==> config.mk <==
export PLATFORM = sky130hd
export DESIGN_NAME = piecewise_linear_contrast_stretch_top
export DESIGN_NICKNAME = d
export VERILOG_FILES = /design/src/rtl/plcs_pkg.sv /design/src/rtl/plcs_cfg.sv /design/src/rtl/plcs_seg.sv /design/src/rtl/plcs_div.sv /design/src/rtl/plcs_fin.sv /design/src/rtl/piecewise_linear_contrast_stretch_top.sv
export SDC_FILE = /design/constraint.sdc
export NUM_CORES = 1
export LEC_CHECK = 0
export BUFFER_PORTS_ARGS = -buffer_cell sky130_fd_sc_hd__buf_2
export CORE_MARGIN = 3
export CORE_UTILIZATION = 50
export DETAILED_ROUTE_END_ITERATION = 10
export PLACE_DENSITY = 0.72
export SLEW_MARGIN = 20
export SYNTH_ARGS = -nofsm -noshare
export SYNTH_HDL_FRONTEND = slang
export SYNTH_SLANG_ARGS = --single-unit
==> constraint.sdc <==
create_clock -name i_clk -period 4.36 [get_ports i_clk]
set_input_delay 0.872 -clock i_clk [delete_from_list [all_inputs] [get_ports i_clk]]
set_output_delay 0.872 -clock i_clk [all_outputs]
set_load 0.02 [all_outputs]
==> src/rtl/plcs_pkg.sv <==
// Shared constants, register codes and pipeline payload types of the contrast stretch.
`default_nettype none

package plcs_pkg;

    // Pixel width; every datapath width below follows from it.
    localparam int PIX_W  = 8;
    localparam int PROD_W = 2 * PIX_W;

    // Configuration port geometry: five registers at byte addresses 4*i.
    localparam int REG_CNT = 5;
    localparam int ADDR_W  = $clog2(4 * REG_CNT);
    localparam int IDX_W   = ADDR_W - 2;
    localparam int DATA_W  = 32;

    localparam logic [PIX_W-1:0] MAXV      = {PIX_W{1'b1}};
    localparam logic [PIX_W-1:0] THR_RESET = PIX_W'(128);

    typedef enum logic [IDX_W-1:0] {
        REG_LOW_KNEE_IN   = IDX_W'(0),
        REG_LOW_KNEE_OUT  = IDX_W'(1),
        REG_HIGH_KNEE_IN  = IDX_W'(2),
        REG_HIGH_KNEE_OUT = IDX_W'(3),
        REG_THRESHOLD     = IDX_W'(4)
    } t_reg_idx;

    typedef struct packed {
        logic [PIX_W-1:0] low_knee_in;
        logic [PIX_W-1:0] low_knee_out;
        logic [PIX_W-1:0] high_knee_in;
        logic [PIX_W-1:0] high_knee_out;
        logic [PIX_W-1:0] threshold_level;
    } t_cfg;

    // Segment chosen: start value, sign and magnitude of the rise, distance and width.
    typedef struct packed {
        logic [PIX_W-1:0] start;
        logic             neg;
        logic [PIX_W-1:0] mag;
        logic [PIX_W-1:0] span;
        logic [PIX_W-1:0] width;
        logic             bin;
    } t_seg_s;

    // After the multiply: magnitude of rise times distance.
    typedef struct packed {
        logic [PIX_W-1:0]  start;
        logic              neg;
        logic [PROD_W-1:0] prod;
        logic [PIX_W-1:0]  width;
        logic              bin;
    } t_mul_s;

    // Divider stage: partial remainder and a shift word that trades dividend
    // bits for quotient bits, one per stage.
    typedef struct packed {
        logic [PIX_W-1:0] start;
        logic             neg;
        logic [PIX_W-1:0] rem;
        logic [PIX_W-1:0] sh;
        logic [PIX_W-1:0] width;
        logic             bin;
    } t_div_s;

endpackage

`default_nettype wire

==> src/rtl/plcs_cfg.sv <==
// APB-style register file holding the knee points and the threshold level.
`default_nettype none

module plcs_cfg (
    input  logic                          i_clk,
    input  logic                          i_rst_n,
    input  logic                          psel,
    input  logic                          penable,
    input  logic                          pwrite,
    input  logic [plcs_pkg::ADDR_W-1:0]   paddr,
    input  logic [plcs_pkg::DATA_W-1:0]   pwdata,
    output logic [plcs_pkg::DATA_W-1:0]   prdata,
    output logic                          pready,
    output plcs_pkg::t_cfg                o_cfg
);
    import plcs_pkg::*;

    t_cfg     r_cfg;
    t_reg_idx idx;
    logic     wr_en;

    assign pready = 1'b1;
    assign idx    = t_reg_idx'(paddr[ADDR_W-1:2]);
    assign wr_en  = psel & penable & pwrite & pready;
    assign o_cfg  = r_cfg;

    always_ff @(posedge i_clk) begin
        if (!i_rst_n) begin
            r_cfg.low_knee_in     <= '0;
            r_cfg.low_knee_out    <= '0;
            r_cfg.high_knee_in    <= MAXV;
            r_cfg.high_knee_out   <= MAXV;
            r_cfg.threshold_level <= THR_RESET;
        end else if (wr_en) begin
            unique case (idx)
                REG_LOW_KNEE_IN:   r_cfg.low_knee_in     <= pwdata[PIX_W-1:0];
                REG_LOW_KNEE_OUT:  r_cfg.low_knee_out    <= pwdata[PIX_W-1:0];
                REG_HIGH_KNEE_IN:  r_cfg.high_knee_in    <= pwdata[PIX_W-1:0];
                REG_HIGH_KNEE_OUT: r_cfg.high_knee_out   <= pwdata[PIX_W-1:0];
                REG_THRESHOLD:     r_cfg.threshold_level <= pwdata[PIX_W-1:0];
                default: ;
            endcase
        end
    end

    always_comb begin
        unique case (idx)
            REG_LOW_KNEE_IN:   prdata = DATA_W'(r_cfg.low_knee_in);
            REG_LOW_KNEE_OUT:  prdata = DATA_W'(r_cfg.low_knee_out);
            REG_HIGH_KNEE_IN:  prdata = DATA_W'(r_cfg.high_knee_in);
            REG_HIGH_KNEE_OUT: prdata = DATA_W'(r_cfg.high_knee_out);
            REG_THRESHOLD:     prdata = DATA_W'(r_cfg.threshold_level);
            default:           prdata = '0;
        endcase
    end

endmodule

`default_nettype wire

==> src/rtl/plcs_seg.sv <==
// Front of the pipeline: segment selection, then the rise-times-distance multiply.
`default_nettype none

module plcs_seg (
    input  logic                      i_clk,
    input  logic                      i_rst_n,
    input  plcs_pkg::t_cfg            i_cfg,
    input  logic                      i_valid,
    output logic                      o_ready,
    input  logic [plcs_pkg::PIX_W-1:0] i_pixel,
    output logic                      o_valid,
    input  logic                      i_ready,
    output plcs_pkg::t_mul_s          o_data
);
    import plcs_pkg::*;

    logic   r_va;
    logic   r_vb;
    t_seg_s r_a;
    t_mul_s r_b;
    t_seg_s n_a;
    t_mul_s n_b;
    logic   rdy_a;
    logic   rdy_b;

    assign rdy_b   = !r_vb | i_ready;
    assign rdy_a   = !r_va | rdy_b;
    assign o_ready = rdy_a;
    assign o_valid = r_vb;
    assign o_data  = r_b;

    // Pick the segment the pixel falls in. The rise is kept as sign and magnitude
    // so that the divider works on unsigned values and truncates toward zero.
    always_comb begin
        n_a.bin = (i_pixel >= i_cfg.threshold_level);
        if (i_pixel < i_cfg.low_knee_in) begin
            n_a.start = '0;
            n_a.neg   = 1'b0;
            n_a.mag   = i_cfg.low_knee_out;
            n_a.span  = i_pixel;
            n_a.width = i_cfg.low_knee_in;
        end else if (i_pixel <= i_cfg.high_knee_in) begin
            n_a.start = i_cfg.low_knee_out;
            n_a.neg   = (i_cfg.high_knee_out < i_cfg.low_knee_out);
            n_a.mag   = n_a.neg ? (i_cfg.low_knee_out - i_cfg.high_knee_out)
                                : (i_cfg.high_knee_out - i_cfg.low_knee_out);
            n_a.span  = i_pixel - i_cfg.low_knee_in;
            n_a.width = i_cfg.high_knee_in - i_cfg.low_knee_in;
        end else begin
            n_a.start = i_cfg.high_knee_out;
            n_a.neg   = 1'b0;
            n_a.mag   = MAXV - i_cfg.high_knee_out;
            n_a.span  = i_pixel - i_cfg.high_knee_in;
            n_a.width = MAXV - i_cfg.high_knee_in;
        end
    end

    always_comb begin
        n_b.start = r_a.start;
        n_b.neg   = r_a.neg;
        n_b.prod  = PROD_W'(r_a.mag) * PROD_W'(r_a.span);
        n_b.width = r_a.width;
        n_b.bin   = r_a.bin;
    end

    always_ff @(posedge i_clk) begin
        if (!i_rst_n) begin
            r_va <= 1'b0;
            r_vb <= 1'b0;
        end else begin
            if (rdy_a) begin
                r_va <= i_valid;
            end
            if (rdy_b) begin
                r_vb <= r_va;
            end
        end
    end

    always_ff @(posedge i_clk) begin
        if (rdy_a && i_valid) begin
            r_a <= n_a;
        end
        if (rdy_b && r_va) begin
            r_b <= n_b;
        end
    end

endmodule

`default_nettype wire

==> src/rtl/plcs_div.sv <==
// Pipelined restoring divider, one quotient bit per register stage.
`default_nettype none

module plcs_div (
    input  logic             i_clk,
    input  logic             i_rst_n,
    input  logic             i_valid,
    output logic             o_ready,
    input  plcs_pkg::t_mul_s i_data,
    output logic             o_valid,
    input  logic             i_ready,
    output plcs_pkg::t_div_s o_data
);
    import plcs_pkg::*;

    logic [PIX_W-1:0] r_v;
    t_div_s           r_s [PIX_W];
    t_div_s           n_s [PIX_W];
    logic [PIX_W:0]   rdy;
    t_div_s           first;

    // The product is below width * 2^PIX_W, so its upper half is already a
    // valid partial remainder and the quotient fits in PIX_W bits.
    always_comb begin
        first.start = i_data.start;
        first.neg   = i_data.neg;
        first.rem   = i_data.prod[PROD_W-1:PIX_W];
        first.sh    = i_data.prod[PIX_W-1:0];
        first.width = i_data.width;
        first.bin   = i_data.bin;
    end

    always_comb begin
        rdy[PIX_W] = i_ready;
        for (int k = PIX_W - 1; k >= 0; k--) begin
            rdy[k] = !r_v[k] | rdy[k+1];
        end
    end

    always_comb begin
        t_div_s         src;
        logic [PIX_W:0] tmp;
        logic           ge;
        for (int k = 0; k < PIX_W; k++) begin
            src = (k == 0) ? first : r_s[(k == 0) ? 0 : k - 1];
            tmp = {src.rem, src.sh[PIX_W-1]};
            ge  = (tmp >= {1'b0, src.width});
            n_s[k]       = src;
            n_s[k].rem   = ge ? PIX_W'(tmp - {1'b0, src.width}) : tmp[PIX_W-1:0];
            n_s[k].sh    = {src.sh[PIX_W-2:0], ge};
        end
    end

    always_ff @(posedge i_clk) begin
        if (!i_rst_n) begin
            r_v <= '0;
        end else begin
            for (int k = 0; k < PIX_W; k++) begin
                if (rdy[k]) begin
                    r_v[k] <= (k == 0) ? i_valid : r_v[(k == 0) ? 0 : k - 1];
                end
            end
        end
    end

    always_ff @(posedge i_clk) begin
        for (int k = 0; k < PIX_W; k++) begin
            if (rdy[k] && ((k == 0) ? i_valid : r_v[(k == 0) ? 0 : k - 1])) begin
                r_s[k] <= n_s[k];
            end
        end
    end

    assign o_ready = rdy[0];
    assign o_valid = r_v[PIX_W-1];
    assign o_data  = r_s[PIX_W-1];

endmodule

`default_nettype wire

==> src/rtl/plcs_fin.sv <==
// Output stage: applies the quotient to the segment start, clamps and registers the result.
`default_nettype none

module plcs_fin (
    input  logic                       i_clk,
    input  logic                       i_rst_n,
    input  logic                       i_valid,
    output logic                       o_ready,
    input  plcs_pkg::t_div_s           i_data,
    output logic                       o_valid,
    input  logic                       i_ready,
    output logic [plcs_pkg::PIX_W-1:0] o_stretched,
    output logic [plcs_pkg::PIX_W-1:0] o_binary
);
    import plcs_pkg::*;

    logic             r_v;
    logic [PIX_W-1:0] r_stretched;
    logic [PIX_W-1:0] r_binary;
    logic [PIX_W-1:0] n_stretched;
    logic [PIX_W-1:0] n_binary;
    logic [PIX_W+1:0] sum;
    logic             rdy;

    assign rdy = !r_v | i_ready;

    always_comb begin
        sum = i_data.neg ? ((PIX_W+2)'(i_data.start) - (PIX_W+2)'(i_data.sh))
                         : ((PIX_W+2)'(i_data.start) + (PIX_W+2)'(i_data.sh));
        // A zero-width segment yields its start value.
        if (i_data.width == '0) begin
            n_stretched = i_data.start;
        end else if (sum[PIX_W+1]) begin
            n_stretched = '0;
        end else if (sum > (PIX_W+2)'(MAXV)) begin
            n_stretched = MAXV;
        end else begin
            n_stretched = sum[PIX_W-1:0];
        end
        n_binary = i_data.bin ? MAXV : '0;
    end

    always_ff @(posedge i_clk) begin
        if (!i_rst_n) begin
            r_v <= 1'b0;
        end else if (rdy) begin
            r_v <= i_valid;
        end
    end

    always_ff @(posedge i_clk) begin
        if (rdy && i_valid) begin
            r_stretched <= n_stretched;
            r_binary    <= n_binary;
        end
    end

    assign o_ready     = rdy;
    assign o_valid     = r_v;
    assign o_stretched = r_stretched;
    assign o_binary    = r_binary;

endmodule

`default_nettype wire

==> src/rtl/piecewise_linear_contrast_stretch_top.sv <==
// Top level of the piecewise linear contrast stretch with binary threshold.
//
// Each input item is one pixel; each result item carries the pixel mapped
// through a three-segment linear curve through (0,0), (low_knee_in,
// low_knee_out), (high_knee_in,high_knee_out) and (max,max), plus the pixel
// binarized against threshold_level (0 below the level, all ones otherwise).
// Each segment multiplies before it divides, the division truncates toward
// zero, and a segment of zero width returns its start value. The block takes
// one item per clock cycle while the output side is ready: one stage
// selects the segment, one multiplies, PIX_W stages form a restoring
// divider that resolves one quotient bit each, and one stage adds,
// clamps and holds the result. Every stage has its own valid bit and
// moves when the stage after it is empty or moving, so bubbles are
// squeezed out and a stalled output holds its result while earlier stages
// keep filling. The knee points and level sit in an APB-style register file
// (registers at byte addresses 0, 4, 8, 12 and 16); they reset to 0, 0, max,
// max and 128, giving the identity curve, and must only be written while no
// item is in flight. Reset is synchronous and active low and empties the
// pipeline.
`default_nettype none

module piecewise_linear_contrast_stretch_top (
    input  logic                         i_clk,
    input  logic                         i_rst_n,
    input  logic                         psel,
    input  logic                         penable,
    input  logic                         pwrite,
    input  logic [plcs_pkg::ADDR_W-1:0]  paddr,
    input  logic [plcs_pkg::DATA_W-1:0]  pwdata,
    output logic [plcs_pkg::DATA_W-1:0]  prdata,
    output logic                         pready,
    input  logic                         i_valid,
    output logic                         o_ready,
    input  logic [plcs_pkg::PIX_W-1:0]   i_pixel_in,
    output logic                         o_valid,
    input  logic                         i_ready,
    output logic [plcs_pkg::PIX_W-1:0]   o_stretched_pixel,
    output logic [plcs_pkg::PIX_W-1:0]   o_binary_pixel
);
    import plcs_pkg::*;

    t_cfg   cfg;
    t_mul_s mul_data;
    t_div_s div_data;
    logic   mul_valid;
    logic   mul_ready;
    logic   div_valid;
    logic   div_ready;

    // Register file. The user must keep the settings static while items flow;
    // the block does not enforce it. Only the segment stage reads them directly.
    plcs_cfg u_cfg (
        .i_clk   (i_clk),
        .i_rst_n (i_rst_n),
        .psel    (psel),
        .penable (penable),
        .pwrite  (pwrite),
        .paddr   (paddr),
        .pwdata  (pwdata),
        .prdata  (prdata),
        .pready  (pready),
        .o_cfg   (cfg)
    );

    // Segment select and multiply (two stages).
    plcs_seg u_seg (
        .i_clk   (i_clk),
        .i_rst_n (i_rst_n),
        .i_cfg   (cfg),
        .i_valid (i_valid),
        .o_ready (o_ready),
        .i_pixel (i_pixel_in),
        .o_valid (mul_valid),
        .i_ready (mul_ready),
        .o_data  (mul_data)
    );

    // Division of the product by the segment width (PIX_W stages).
    plcs_div u_div (
        .i_clk   (i_clk),
        .i_rst_n (i_rst_n),
        .i_valid (mul_valid),
        .o_ready (mul_ready),
        .i_data  (mul_data),
        .o_valid (div_valid),
        .i_ready (div_ready),
        .o_data  (div_data)
    );

    // Offset, clamp and output register.
    plcs_fin u_fin (
        .i_clk       (i_clk),
        .i_rst_n     (i_rst_n),
        .i_valid     (div_valid),
        .o_ready     (div_ready),
        .i_data      (div_data),
        .o_valid     (o_valid),
        .i_ready     (i_ready),
        .o_stretched (o_stretched_pixel),
        .o_binary    (o_binary_pixel)
    );

    // A ready sink must never hold back the source: the ready chain passes it through.
    a_ready_chain: assert property (@(posedge i_clk) disable iff (!i_rst_n)
        i_ready |-> o_ready)
        else $error("input stalled although the output side is ready");

    // The binary result is only ever all zeros or all ones.
    a_binary_code: assert property (@(posedge i_clk) disable iff (!i_rst_n)
        o_valid |-> (o_binary_pixel == '0 || o_binary_pixel == MAXV))
        else $error("binary result is neither zero nor full scale");

    // Reset empties the pipeline.
    a_reset_empty: assert property (@(posedge i_clk)
        !i_rst_n |=> !o_valid)
        else $error("result valid right after reset");

endmodule

`default_nettype wire

==> flow_metrics.env, run 1 <==
export IMPL_run_status="complete, no violations"
export IMPL_ys_seq_elements=392
export IMPL_fin_crit_sh_pct=95.6
export IMPL_initial_core_util_pct=51.4
export IMPL_groute_usage_overall_pct=17.9
export IMPL_finalClockSkew_ns=0.0232
export IMPL_synth_async_reset_ratio_pct=0
export IMPL_synthDistinctLibCells=64
export IMPL_cts_htree_levels=2
export IMPL_placed_cell_area_mm2=0.0223
export IMPL_drtAntennaViolNets=0
export IMPL_detail_route_vias_per_cell=5.47
export IMPL_grt_overflow=0
export IMPL_via_count_of_the_first_global_routing_pass=13346
export IMPL_yosys_most_used_dff="sky130_fd_sc_hd__edfxtp_1"
export IMPL_nFillCells=3296
export IMPL_power_uw=10700
export IMPL_timing_final_setup_violations=0
export IMPL_startpoint="u_seg.r_a[12]$_DFFE_PP_"
export IMPL_slew_headroom_pct=30.1
export IMPL_detail_route_wirelength_um=40000
export IMPL_postLayoutCellArea_mm2=0.0239
export IMPL_fp_coreArea_mm2=0.0414
export IMPL_final_max_slew_viol_count=0
export IMPL_post_synth_top_area_fraction_pct=48.2
export IMPL_synth_edf_count=341
export IMPL_numClockSinks=392
export IMPL_grt_antenna_before_repair=1
export IMPL_synth_commonest_cells="341 x sky130_fd_sc_hd__edfxtp_1, 204 x sky130_fd_sc_hd__inv_1, 162 x sky130_fd_sc_hd__ha_1"
export IMPL_largest_area_contributor_in_the_netlist="sky130_fd_sc_hd__edfxtp_1"
export IMPL_cap_violations=0
export IMPL_die_footprint_mm2=0.0450
export IMPL_finalWeightedCongestion=0.866
export IMPL_timing_critical_path_arrival_ns=4.45
export IMPL_total_leakage_power_uw=0.00940
export IMPL_critical_path_class="reg -> reg"
export IMPL_ir_drop_uv=352
export IMPL_worstReg2RegStart="u_seg.r_a[12]$_DFFE_PP_"
export IMPL_port_buffers=51
export IMPL_placementRows=74
export IMPL_die_w_um=212
export IMPL_die_y_um=212
export IMPL_report_final_hold_viol_count=0
export IMPL_critPathMaxFanout=5
export IMPL_tritoncts_clock_tree="built"
export IMPL_drt_wirelength_per_cell_um=16.3
export IMPL_timing_critical_path_from_type="register"
export IMPL_clk_root_buffer_cell="sky130_fd_sc_hd__clkbuf_16"
export IMPL_tightestPinTransition_ns=1.05
export IMPL_grt_setup_unrepaired="yes"
export IMPL_areaGrowthSynthToFinish_pct=12.4
export IMPL_postSynthCellCount=1785
export IMPL_layout_drive_gt1_share_pct=13.4
export IMPL_synth_top_cells_by_area="sky130_fd_sc_hd__edfxtp_1 48%, sky130_fd_sc_hd__ha_1 9.5%, sky130_fd_sc_hd__dfxtp_1 4.8%, sky130_fd_sc_hd__fa_1 4.7%, sky130_fd_sc_hd__inv_1 3.6%"
export IMPL_grt_start_max_net_pins=52
export IMPL_mappedNetlistArea_mm2=0.0213
export IMPL_worst_hold_startpoint="u_div.r_s[0][45]$_DFFE_PP_"
export IMPL_finalWorstPathRequiredPeriod_ns=4.17
export IMPL_dp_hpwl_um=30000
export IMPL_cts_buffers=42
export IMPL_synthesis_yosys_warnings=0
export IMPL_detailedRoute_firstPassIterationCount=5
export IMPL_power_per_cell_area_mw_per_mm2=446
export IMPL_finalCoreUtilization_pct=57.8
export IMPL_synthesis_area_per_instance_um2=11.9
export IMPL_detailroute_via_count=13388
export IMPL_f_max_mhz=240
export IMPL_detail_route_drc_violations=0
export IMPL_timing_critical_path_required_ns=4.64
export IMPL_clkTransAtPathRegs_ns=0.06
export IMPL_design_portCount=103
export IMPL_initial_drc_count=725
export IMPL_hold_path_class="reg -> reg"
export IMPL_synthMostInstantiatedCell="sky130_fd_sc_hd__edfxtp_1"
export IMPL_hold_worst_slack_ns=0.399
export IMPL_worst_skew_pair_late_latency_ns=0.55
export IMPL_first_pass_grt_wire_length_um=65400
export IMPL_fin_nets=2145
export IMPL_cts_root_to_sink_buffers=3
export IMPL_yosysSeqAreaShare_pct=53.0
export IMPL_timing_critical_path_to_type="register"
==> sequential cells by signal (all words and copies together) (netlist names) <==
register / cells
u_seg.o_data: 34
u_div.r_s: 264
u_cfg.o_cfg: 40
u_div.r_v: 8
u_fin.o_stretched: 8
u_seg.o_valid: 1
u_seg.n_b: 18
u_seg.r_a: 16
u_fin.o_valid: 1
u_fin.o_binary: 1
u_seg.r_va: 1
==> stage by stage <==
| stage | instances | worst slack, ns | setup TNS, ns |
|---|---|---|---|
| global placement | 2361 | -0.102 | -0.163 |
| CTS | 2439 | -0.0103 | -0.0103 |
| floorplan | 1808 | 0.145 | 0 |
| global route | 2447 | -0.0183 | -0.0183 |
| detailed placement | 2361 | -0.101 | -0.262 |
| finish | 2448 | 0.192 | 0 |
==> placed cells by master (no fill, tap or decap), drive strengths merged, types with 51 or more instances in the layout <==
cell type,n
inv,204
ha,162
a21oi,88
o21ai,78
dfxtp,51
mux2i,53
buf,95
nor2b,69
nand2,101
nor2,100
and2,51
edfxtp,341
==> timing repair <==
| action | in CTS | in global routing |
|---|---|---|
| hold buffers | 0 | 0 |
| resized for setup | 5 | 36 |
| setup endpoints to repair | 4 | 7 |
| pin swaps | 0 | 16 |
| hold endpoints to repair | 0 | 0 |
| setup buffers | 0 | 6 |
==> logic make-up after synthesis <==
logic type	synth area share, %
AO/OA/AOI/OAI	10.9
flip-flops	53.0
AND/OR/NAND/NOR	9.95
multiplexers	4.67
buffers and inverters	5.36
XOR/XNOR	1.94
other	0.0353
adder cells (fa/ha/maj)	14.2
==> critical path: stages, from the launching register on <==
cell                       delay [ns]
sky130_fd_sc_hd__edfxtp_1        0.43
sky130_fd_sc_hd__buf_4           0.17
sky130_fd_sc_hd__and2_1          0.14
sky130_fd_sc_hd__fa_1            0.49
sky130_fd_sc_hd__fa_1            0.52
sky130_fd_sc_hd__fa_1            0.51
sky130_fd_sc_hd__inv_2           0.04
sky130_fd_sc_hd__fa_1            0.53
sky130_fd_sc_hd__inv_1           0.04
sky130_fd_sc_hd__ha_1            0.29
sky130_fd_sc_hd__or2_4           0.26
sky130_fd_sc_hd__a21boi_2        0.17
sky130_fd_sc_hd__nor4_2          0.27
sky130_fd_sc_hd__nor3_1          0.07
==> path summary, 6_finish.rpt <==
check	endpoint	slack, ns	cells after the start
worst min-delay path	u_div.r_s[0][80]$_DFFE_PP_	0.40	0
worst max-delay path	u_seg.o_data[24]$_DFFE_PP_	0.19	13
worst min register to register	u_div.r_s[0][80]$_DFFE_PP_	0.40	0
worst max register to register	u_seg.o_data[24]$_DFFE_PP_	0.19	13
==> final cells by class <==
type	instances	area [µm²]	share of cell area, %
Tap cell	532	666	2.78
Antenna cell	1	2.50	0.0105
Timing Repair Buffer	95	646	2.70
Multi-Input combinational cell	1145	9150	38.3
Sequential cell	392	11300	47.1
Clock inverter	28	310	1.30
Clock buffer	50	1100	4.61
Inverter	205	769	3.22
==> where the power goes <==
group | total (µW) | switching [µW] | internal (µW)
logic | 2700 | 1380 | 1320
clock network | 3600 | 1430 | 2170
registers | 4380 | 73.3 | 4310
total | 10700 | 2880 | 7790
==> routing by layer <==
layer,vias up,global-route usage (%),wire length (µm)
met4,0,7.66,1670
met1,6492,20.7,15800
met5,-,0,0
li1,6500,-,-
met2,294,33.0,20900
met3,102,2.67,1610
Note: power is estimated with default switching activity, not from simulation.
==> run 2: changes to the inputs <==
--- a/config.mk
+++ b/config.mk
@@ -9,6 +9,7 @@
 export CORE_MARGIN = 3
 export CORE_UTILIZATION = 50
 export DETAILED_ROUTE_END_ITERATION = 10
+export GPL_TIMING_DRIVEN = 0
 export PLACE_DENSITY = 0.72
 export SLEW_MARGIN = 20
 export SYNTH_ARGS = -nofsm -noshare
==> run 2 against run 1 <==
Compared with the run above: critical path depth up 1; clock power down 11%; utilization up 0.61 points; clock skew down 0.0026 ns; die area unchanged; non-clock buffer count up 49; final cell count up 1.8%; critical path type unchanged; largest cell class unchanged; worst setup slack worse by 0.051 ns; largest power group unchanged; total power down 3.6%.
==> flow_metrics.env, run 2 (synthesis gave the netlist of run 1 again) <==
export IMPL_ir_drop_uv=536
export IMPL_total_leakage_power_uw=0.00950
export IMPL_drt_wirelength_per_cell_um=17.1
export IMPL_finalWeightedCongestion=0.911
export IMPL_initial_core_util_pct=51.4
export IMPL_timing_critical_path_arrival_ns=4.51
export IMPL_antennaDiodeCount=0
export IMPL_path_cells="buf_4, buf_4, nand2_1, fa_1, fa_1, fa_1, fa_1, inv_1, ha_2, o21ai_1, o21ai_2, a31o_2, a21oi_2, xnor2_1"
export IMPL_grt_start_max_net_pins=34
export IMPL_port_buffers=49
export IMPL_die_y_um=212
export IMPL_grt_overflow=0
export IMPL_fin_nets=2193
export IMPL_f_max_mhz=237
export IMPL_power_per_cell_area_mw_per_mm2=426
export IMPL_power_uw=10300
export IMPL_cap_violations=0
export IMPL_hold_path_cell_count=0
export IMPL_timing_final_setup_violations=0
export IMPL_clkTransAtPathRegs_ns=0.06
export IMPL_grt_setup_unrepaired="no"
export IMPL_timing_critical_path_from_type="register"
export IMPL_worst_hold_startpoint="u_seg.o_data[27]$_DFFE_PP_"
export IMPL_die_w_um=212
export IMPL_fin_crit_sh_pct=96.8
export IMPL_groute_usage_overall_pct=19.3
export IMPL_tightestPinTransition_ns=0.787
export IMPL_regToRegEndpoint="u_seg.o_data[21]$_DFFE_PP_"
export IMPL_drtAntennaViolNets=0
export IMPL_initial_drc_count=837
export IMPL_slew_headroom_pct=47.2
export IMPL_layout_commonest_cell="sky130_fd_sc_hd__edfxtp_1"
export IMPL_first_pass_grt_wire_length_um=69100
export IMPL_tritoncts_clock_tree="built"
export IMPL_numClockSinks=392
export IMPL_r2r_slack_ns=0.14
export IMPL_delay_of_the_slowest_cell_on_the_worst_path_ns=0.59
export IMPL_placed_cell_area_mm2=0.0226
export IMPL_cts_root_to_sink_buffers=3
export IMPL_die_footprint_mm2=0.0450
export IMPL_cell_at_the_slowest_stage_of_the_critical_path="sky130_fd_sc_hd__fa_1"
export IMPL_worst_skew_pair_late_latency_ns=0.55
export IMPL_finalClockSkew_ns=0.0206
export IMPL_timing_critical_path_to_type="register"
export IMPL_cts_buffers=41
export IMPL_detail_route_drc_violations=0
export IMPL_hold_path_endpoint="u_div.r_s[0][27]$_DFFE_PP_"
export IMPL_layout_drive_gt1_share_pct=13.8
export IMPL_cts_htree_levels=2
export IMPL_critical_path_class="reg -> reg"
export IMPL_via_count_of_the_first_global_routing_pass=13762
export IMPL_clk_root_buffer_cell="sky130_fd_sc_hd__clkbuf_16"
export IMPL_finalWorstPathRequiredPeriod_ns=4.22
export IMPL_detail_route_vias_per_cell=5.42
export IMPL_layout_cells_most_common_list="341 x sky130_fd_sc_hd__edfxtp_1, 200 x sky130_fd_sc_hd__inv_1, 154 x sky130_fd_sc_hd__ha_1, 101 x sky130_fd_sc_hd__nand2_1, 99 x sky130_fd_sc_hd__nor2_1"
export IMPL_detail_route_wirelength_um=42700
export IMPL_worstReg2RegStart="u_seg.r_a[18]$_DFFE_PP_"
export IMPL_design_portCount=103
export IMPL_detailedRoute_firstPassIterationCount=5
export IMPL_run_status="complete, no violations"
export IMPL_fp_coreArea_mm2=0.0414
export IMPL_nFillCells=3295
export IMPL_report_final_hold_viol_count=0
export IMPL_postLayoutCellArea_mm2=0.0242
export IMPL_path_common_cell="sky130_fd_sc_hd__fa_1"
export IMPL_areaGrowthSynthToFinish_pct=13.6
export IMPL_largest_register="u_div.r_s"
export IMPL_largest_register_ffs=264
export IMPL_grt_antenna_before_repair=0
export IMPL_final_max_slew_viol_count=0
export IMPL_detailroute_via_count=13496
export IMPL_critPathMaxFanout=5
export IMPL_placementRows=74
export IMPL_reg2reg_depth=14
export IMPL_timing_critical_path_required_ns=4.65
export IMPL_hold_path_class="reg -> reg"
export IMPL_dp_hpwl_um=31900
## run 2: cell types whose count changed in the layout (fill, tap and decap cells not counted), moves of 4 or more
| cell | change |
|---|---|
| sky130_fd_sc_hd__clkbuf_1 | +31 |
| sky130_fd_sc_hd__buf_4 | +8 |
| sky130_fd_sc_hd__bufinv_16 | -5 |
| sky130_fd_sc_hd__buf_1 | +4 |
| sky130_fd_sc_hd__nor2b_4 | +4 |
## run 2: power by group
group | leakage, µW | total [µW] | internal, µW | switching (µW)
Combinational | 0.00536 | 2670 | 1250 | 1410
Clock | 0.000601 | 3220 | 1810 | 1420
Sequential | 0.00354 | 4400 | 4310 | 88.7
Total | 0.00950 | 10300 | 7370 | 2920
## run 2: metrics by stage
stage	std cells	hold WS [ns]	setup TNS, ns	setup slack, ns	util (%)
2_1_floorplan	1808	0.400	0	0.145	-
3_3_place_gp	2389	0.401	-99.22	-1.23	53.8
3_5_place_dp	2399	0.405	-0.715	-0.333	54.6
4_1_cts	2484	0.395	0	0.00233	57.9
5_1_grt	2491	0.404	0	0.00827	58.4
6_report	2491	0.403	0	0.140	58.4
## run 2: what timing repair did
item                                    4_1_cts  5_1_grt
endpoints found under the setup margin        4        4
pin swaps                                     6       19
hold buffers                                  0        0
resized for setup                            15       34
buffers inserted                             12        7
## run 2: metal layers
metal	share of wire, %	routed length [µm]	GRT usage, %	vias to the layer above
met3	4.5	1920	2.80	99
met2	51	21700	34.4	335
met4	4.0	1710	8.05	0
met1	41	17400	23.5	6467
met5	0	0	0	-
li1	-	-	-	6595
## run 2: area by class of cell
class / instances / area (µm²) / share of cell area, %
Sequential cell: 392 / 11300 / 46.6
Multi-Input combinational cell: 1145 / 9220 / 38.1
Clock buffer: 51 / 1060 / 4.40
Inverter: 205 / 769 / 3.18
Tap cell: 532 / 666 / 2.75
Timing Repair Buffer: 78 / 636 / 2.63
Buffer: 66 / 370 / 1.53
Clock inverter: 22 / 181 / 0.751
## run 2: worst max-delay path, delay by kind of cell (launching register included)
family	cells	cell delay, ns
AO/OA/AOI/OAI	4	0.62
XOR/XNOR	1	0.09
adder cells (fa/ha/maj)	5	2.43
buffers and inverters	3	0.31
flip-flops	1	0.44
AND/OR/NAND/NOR	1	0.06
## run 2: how the worst max path moves through the flow
stage / from / slack [ns] / to / cells after the start
final: u_seg.r_a[18]$_DFFE_PP_ / 0.14 / u_seg.o_data[21]$_DFFE_PP_ / 14
after global routing: u_seg.r_a[20]$_DFFE_PP_ / 0.008 / u_seg.o_data[22]$_DFFE_PP_ / 14
after CTS: u_seg.r_a[20]$_DFFE_PP_ / 0.002 / u_seg.o_data[24]$_DFFE_PP_ / 15
after detailed placement: u_seg.r_a[20]$_DFFE_PP_ / -0.33 / u_seg.o_data[22]$_DFFE_PP_ / 14
after global placement: i_ready / -1.23 / u_div.r_s[0][14]$_DFFE_PP_ / 4
after floorplan: u_seg.r_a[20]$_DFFE_PP_ / 0.14 / u_seg.o_data[24]$_DFFE_PP_ / 15
